**config.mk**
```make
export PLATFORM = sky130hd
export DESIGN_NAME = utf8_stream_decoder
export DESIGN_NICKNAME = d
export VERILOG_FILES = /design/src/rtl/core/utf8d_pkg.sv /design/src/rtl/core/utf8_stream_decoder.sv /design/src/rtl/core/utf8d_step.sv
export SDC_FILE = /design/constraint.sdc
export NUM_CORES = 1
export LEC_CHECK = 0
export ABC_AREA = 1
export BUFFER_PORTS_ARGS = -buffer_cell sky130_fd_sc_hd__buf_2
export CORE_UTILIZATION = 30
export DETAILED_ROUTE_END_ITERATION = 16
export PLACE_DENSITY = 0.44
export SLEW_MARGIN = 40
export SYNTH_ARGS = -nofsm -noshare
export SYNTH_HDL_FRONTEND = slang
export SYNTH_HIERARCHICAL = 1
export SYNTH_SLANG_ARGS = --single-unit
```
**constraint.sdc**
```tcl
create_clock -name clk -period 5.05 [get_ports clk]
set_input_delay 0.2525 -clock clk [delete_from_list [all_inputs] [get_ports clk]]
set_output_delay 0.2525 -clock clk [all_outputs]
set_load 0.02 [all_outputs]
```
**src/rtl/core/utf8d_pkg.sv**
```systemverilog
// utf8d_pkg: shared types and constants for the UTF-8 stream decoder.
// Used by utf8d_step and utf8_stream_decoder; depends on nothing else.

package utf8d_pkg;

  // Field widths
  localparam int unsigned CP_W     = 31;
  localparam int unsigned KIND_W   = 3;
  localparam int unsigned BYTE_W   = 8;
  localparam int unsigned REMAIN_W = 3;

  // Result kinds
  localparam logic [KIND_W-1:0] KIND_CODE_POINT = 3'd0;
  localparam logic [KIND_W-1:0] KIND_END        = 3'd1;
  localparam logic [KIND_W-1:0] KIND_BAD_LEAD   = 3'd2;
  localparam logic [KIND_W-1:0] KIND_BAD_CONT   = 3'd3;
  localparam logic [KIND_W-1:0] KIND_TRUNCATED  = 3'd4;

  // Input actions
  localparam logic ACT_DATA = 1'b0;
  localparam logic ACT_EOS  = 1'b1;

  // Most continuation bytes a lead can ask for
  localparam logic [REMAIN_W-1:0] MAX_REMAIN = 3'd5;

  // Decoder state carried from item to item
  typedef struct packed {
    logic [CP_W-1:0]     partial;
    logic [REMAIN_W-1:0] remaining;
  } dec_state_t;

  // One result item
  typedef struct packed {
    logic                valid;
    logic [CP_W-1:0]     code_point;
    logic [KIND_W-1:0]   kind;
    logic [BYTE_W-1:0]   bad_byte;
  } dec_result_t;

endpackage

```
**src/rtl/core/utf8_stream_decoder.sv**
```systemverilog
// utf8_stream_decoder: top level of the streaming six-byte UTF-8 decoder.
// Depends on utf8d_pkg and utf8d_step.
//
//  channel | ports                                          | direction
//  --------+------------------------------------------------+----------
//  input   | in_valid, in_stall, in_action, in_data_byte    | in
//  result  | out_valid, out_stall, out_code_point, out_kind, | out
//          | out_bad_byte                                   |
//
// One item per cycle sustained while out_stall is low: an input register
// feeds the byte decoder, whose result is registered as the item advances.
// The decode state (partial value, bytes remaining) updates in the same
// cycle as the decode, so consecutive bytes follow without bubbles.
// Reset (rst_n low, synchronous) clears valid flags and the decode state.
// A stalled result holds; the input register keeps taking items until it
// holds one that cannot move into a full, stalled output register.

module utf8_stream_decoder (
  input  logic                          clk,
  input  logic                          rst_n,
  input  logic                          in_valid,
  output logic                          in_stall,
  input  logic                          in_action,
  input  logic [utf8d_pkg::BYTE_W-1:0]  in_data_byte,
  output logic                          out_valid,
  input  logic                          out_stall,
  output logic [utf8d_pkg::CP_W-1:0]    out_code_point,
  output logic [utf8d_pkg::KIND_W-1:0]  out_kind,
  output logic [utf8d_pkg::BYTE_W-1:0]  out_bad_byte
);
  import utf8d_pkg::*;

  logic              s1_valid_r;
  logic              s1_action_r;
  logic [BYTE_W-1:0] s1_byte_r;
  dec_state_t        state_r;
  dec_state_t        state_nxt;
  dec_result_t       step_res;
  logic              out_valid_r;
  logic [CP_W-1:0]   out_cp_r;
  logic [KIND_W-1:0] out_kind_r;
  logic [BYTE_W-1:0] out_bad_r;
  logic              out_free;
  logic              s1_adv;
  logic              in_take;

  // Handshake control
  assign out_free = !out_valid_r || !out_stall;
  assign s1_adv   = s1_valid_r && out_free;
  assign in_stall = s1_valid_r && !out_free;
  assign in_take  = in_valid && !in_stall;

  utf8d_step u_step (
    .state_cur (state_r),
    .action    (s1_action_r),
    .data_byte (s1_byte_r),
    .state_nxt (state_nxt),
    .result    (step_res)
  );

  // Input register: valid flag
  always_ff @(posedge clk) begin
    if (!rst_n) begin
      s1_valid_r <= 1'b0;
    end else if (in_take) begin
      s1_valid_r <= 1'b1;
    end else if (s1_adv) begin
      s1_valid_r <= 1'b0;
    end
  end

  // Input register: payload
  always_ff @(posedge clk) begin
    if (in_take) begin
      s1_action_r <= in_action;
      s1_byte_r   <= in_data_byte;
    end
  end

  // Advance the decode state when an item is consumed
  always_ff @(posedge clk) begin
    if (!rst_n) begin
      state_r <= '0;
    end else if (s1_adv) begin
      state_r <= state_nxt;
    end
  end

  // Output register: valid flag
  always_ff @(posedge clk) begin
    if (!rst_n) begin
      out_valid_r <= 1'b0;
    end else if (s1_adv) begin
      out_valid_r <= step_res.valid;
    end else if (out_valid_r && !out_stall) begin
      out_valid_r <= 1'b0;
    end
  end

  // Output register: payload
  always_ff @(posedge clk) begin
    if (s1_adv && step_res.valid) begin
      out_cp_r   <= step_res.code_point;
      out_kind_r <= step_res.kind;
      out_bad_r  <= step_res.bad_byte;
    end
  end

  assign out_valid      = out_valid_r;
  assign out_code_point = out_cp_r;
  assign out_kind       = out_kind_r;
  assign out_bad_byte   = out_bad_r;

  // Remaining count never exceeds the longest sequence
  a_remain_range: assert property (@(posedge clk) disable iff (!rst_n)
    state_r.remaining <= MAX_REMAIN)
    else $error("bytes remaining out of range");

  // End of stream always returns the decoder to idle
  a_eos_idle: assert property (@(posedge clk) disable iff (!rst_n)
    (s1_adv && s1_action_r == ACT_EOS) |=> (state_r == '0))
    else $error("decoder not idle after end of stream");

  // Errors and markers carry no code point
  a_cp_zero: assert property (@(posedge clk) disable iff (!rst_n)
    (out_valid_r && out_kind_r != KIND_CODE_POINT) |-> (out_cp_r == '0))
    else $error("code point set on non-code-point result");

  // Bad byte only on lead and continuation errors
  a_bad_zero: assert property (@(posedge clk) disable iff (!rst_n)
    (out_valid_r && out_kind_r != KIND_BAD_LEAD && out_kind_r != KIND_BAD_CONT)
      |-> (out_bad_r == '0))
    else $error("bad byte set on non-error result");

endmodule

```
**src/rtl/core/utf8d_step.sv**
```systemverilog
// utf8d_step: combinational decode of one item against the current state.
// Depends on utf8d_pkg for state and result types.

module utf8d_step (
  input  utf8d_pkg::dec_state_t          state_cur,
  input  logic                           action,
  input  logic [utf8d_pkg::BYTE_W-1:0]   data_byte,
  output utf8d_pkg::dec_state_t          state_nxt,
  output utf8d_pkg::dec_result_t         result
);
  import utf8d_pkg::*;

  logic            is_cont;
  logic [CP_W-1:0] shifted;

  assign is_cont = (data_byte[7:6] == 2'b10);
  assign shifted = {state_cur.partial[CP_W-7:0], data_byte[5:0]};

  // Decode one byte or end-of-stream mark
  always_comb begin
    state_nxt         = state_cur;
    result.valid      = 1'b0;
    result.code_point = '0;
    result.kind       = KIND_CODE_POINT;
    result.bad_byte   = '0;
    if (action == ACT_EOS) begin
      // end of stream: flag truncation when inside a sequence
      state_nxt    = '0;
      result.valid = 1'b1;
      result.kind  = (state_cur.remaining != '0) ? KIND_TRUNCATED : KIND_END;
    end else if (state_cur.remaining == '0) begin
      // idle: ASCII, lead byte, or bad lead
      priority if (data_byte[7] == 1'b0) begin
        result.valid      = 1'b1;
        result.code_point = {{(CP_W-BYTE_W){1'b0}}, data_byte};
      end else if (data_byte[7:5] == 3'b110) begin
        state_nxt.partial   = {{(CP_W-5){1'b0}}, data_byte[4:0]};
        state_nxt.remaining = 3'd1;
      end else if (data_byte[7:4] == 4'b1110) begin
        state_nxt.partial   = {{(CP_W-4){1'b0}}, data_byte[3:0]};
        state_nxt.remaining = 3'd2;
      end else if (data_byte[7:3] == 5'b11110) begin
        state_nxt.partial   = {{(CP_W-3){1'b0}}, data_byte[2:0]};
        state_nxt.remaining = 3'd3;
      end else if (data_byte[7:2] == 6'b111110) begin
        state_nxt.partial   = {{(CP_W-2){1'b0}}, data_byte[1:0]};
        state_nxt.remaining = 3'd4;
      end else if (data_byte[7:1] == 7'b1111110) begin
        state_nxt.partial   = {{(CP_W-1){1'b0}}, data_byte[0]};
        state_nxt.remaining = MAX_REMAIN;
      end else begin
        result.valid    = 1'b1;
        result.kind     = KIND_BAD_LEAD;
        result.bad_byte = data_byte;
      end
    end else if (!is_cont) begin
      // drop the partial sequence, consume the byte
      state_nxt       = '0;
      result.valid    = 1'b1;
      result.kind     = KIND_BAD_CONT;
      result.bad_byte = data_byte;
    end else if (state_cur.remaining == 3'd1) begin
      // last continuation: emit the code point
      state_nxt         = '0;
      result.valid      = 1'b1;
      result.code_point = shifted;
    end else begin
      // gather six more bits
      state_nxt.partial   = shifted;
      state_nxt.remaining = state_cur.remaining - 3'd1;
    end
  end

endmodule
```
==> impl_metrics.yaml <==
clock_tree:
  postCtsSetupRepairBufs: 0
  cts_buffer_depth: 2
  clkSinkCount: 81
  post_cts_resized: 0
  htreeDepth: 3
  postCtsHoldBufs: 0
  cts_buffers: 9
  clk_latency_ns: 0.34
  clock-root-buffer: "clkbuf_16"
  cts_tree: "yes"
  clkTransAtPathRegs_ns: 0.06
routing:
  via_per_inst: 4.609
  wl_per_cell_um: 14.00
  drtPass1Iterations: 4
  drtIter0Drc: 173
  drtAntennaViolNets: 0
  drc_errors: 0
  routed_wl_um: 9560
  via_count: 3148
grt:
  antenna_found_initial: 0
  grt_usage_pct: 15.01
  grt_start_max_net_pins: 60
  grt-ovfl-total: 0
  grt_pass1_vias: 2902
  grt_pass1_wl_um: 15360
cells_and_area:
  syn2layout_area_growth_pct: 17.66
  fin_util_pct: 36.61
  antenna_cells: 0
  nNetsFinal: 522
  design_area_um2: 4677
  drive_gt1_share_pct: 19.57
setup_path:
  crit_arrival_ns: 2.64
  crit_type: "reg -> reg"
  worst_path_max_delay_cell: "nand3_2"
  path_delay_family: "simple AND/OR/NAND/NOR gates"
  start_kind: "flop"
  crit_top_cell: "inv_1"
  cp_max_fo: 23
  required_ns: 5.09
  rr_endpoint: "out_code_point[11]"
  critPathMaxStageDelay_ns: 0.53
  cp_cell_sequence: "inv_1 -> ha_1 -> nand2_4 -> inv_2 -> nand3_2 -> nand2_1 -> inv_1 -> nor2_4 -> buf_8"
  timing.rr.start: "state_r[0]"
  cp-end-kind: "flop"
  crit_buf_inv: 4
  reg2reg_depth: 9
  regToRegSetupSlack_ns: 2.44
floorplan:
  pin_count: 57
  die-height_um: 117.1
  row_count: 41
  core_um2: 12770
  dieArea_um2: 13710
  die_x_um: 117.1
  start_util_pct: 31.12
flow_run:
  max-cap-violations: 0
timing:
  finalSetupViolations: 0
  max_slew.worst_pin.slew_ns: 0.6195
  rsz0062_at_grt: "false"
  finalSetupTns_ns: 0
  setup_ws_ns: 2.442
  skew_ns: 0.01110
  max_freq_ghz: 0.3835
  hold_viol: 0
  maxSlewHeadroom_pct: 58.70
  fin_crit_sh_pct: 51.63
  drv_slew: 0
  fin_crit_ns: 2.608
pwr:
  peakVddDrop_mv: 0.1424
  sw_frac_of_total_pct: 26.21
  p_leak_nw: 1.856
  p_clk_share_pct: 40.5
  combPwrFrac_pct: 14.0
  powerDensity_nw_per_um2: 362.8
  p_seq_share_pct: 45.5
  p_int_mw: 1.252
  p_sw_mw: 0.4447
logic_synthesis:
  synth_fp_nets: 482
  yosys_warnings: 6
  netlist_area_um2: 3975
  synth_cells: 466
  synth_area_per_cell_um2: 8.530
placement:
  pre_cts_ws_ns: 2.431
  dp_hpwl_um: 6496
  gp_congestion: 0.8441
  port_buffers: 56
  place_area_um2: 4365
min_path:
  worstHoldEndpoint: "s1_byte_r[2]"
  holdPathStages: 1
  hold_class: "in -> reg"
  hp-start: "in_data_byte[2]"
status:
  status: "finished clean"
==> worst max path at each step <==
stage          cells after the start  slack, ns                 end        from
5_1_grt                            9       2.27  out_code_point[11]  state_r[0]
3_5_place_dp                       9       2.43   out_code_point[7]  state_r[0]
3_3_place_gp                       8       2.00   out_code_point[7]  state_r[0]
2_1_floorplan                     10       1.51     out_bad_byte[0]  state_r[0]
4_1_cts                            9       2.42  out_code_point[11]  state_r[0]
6_report                           9       2.44  out_code_point[11]  state_r[0]
==> power groups by stage <==
stage / sequential (mW) / combinational, mW / clock, mW
floorplan: 0.803 / 0.160 / 0
global placement: 0.786 / 0.233 / 0
detailed placement: 0.787 / 0.239 / 0
CTS: 0.773 / 0.239 / 0.705
global route: 0.778 / 0.267 / 0.731
finish: 0.772 / 0.237 / 0.687
==> flip-flops by register name, summed over array words and instances (netlist names) <==
signal,cells
out_code_point,31
state_r,28
out_bad_byte,8
s1_byte_r,8
out_kind,3
out_valid,1
s1_action_r,1
s1_valid_r,1
==> per-stage QoR <==
stage                     power, mW  instances  hold slack (ns)
final                         1.697        683          0.08550
after global routing          1.776        683          0.07906
after CTS                     1.717        683          0.07548
after detailed placement      1.025        667           0.4317
after global placement        1.019        665           0.4304
after floorplan              0.9634        466           0.3514
==> layer usage <==
metal,up-vias,track usage [%],wire (um)
met5,-,0,0
met4,0,5.738,132
met3,10,2.935,404
met2,68,22.17,4237
met1,1458,21.59,4785
li1,1612,-,-
==> layout by cell type (no fill, tap or decap), drive strengths merged <==
master / instances
dfxtp: 30
edfxtp: 51
nor2: 76
a21boi: 1
or2: 1
nor3: 3
o21ai: 5
nand3: 40
inv: 58
clkinv: 4
o32ai: 1
buf: 60
a22oi: 2
clkbuf: 10
o211ai: 3
nor3b: 1
bufinv: 2
a21oi: 42
ha: 3
o22ai: 20
nand2: 98
==> area by class of cell <==
class | count | area, um^2
clock inverter | 6 | 82.58
timing repair buffer | 60 | 337.8
fill | 1329 | 8097
tap | 172 | 215.2
multi-input combinational | 296 | 1459
sequential | 81 | 2136
inverter | 58 | 217.7
clock buffer | 10 | 229.0
(Power assumes the default switching activity.)
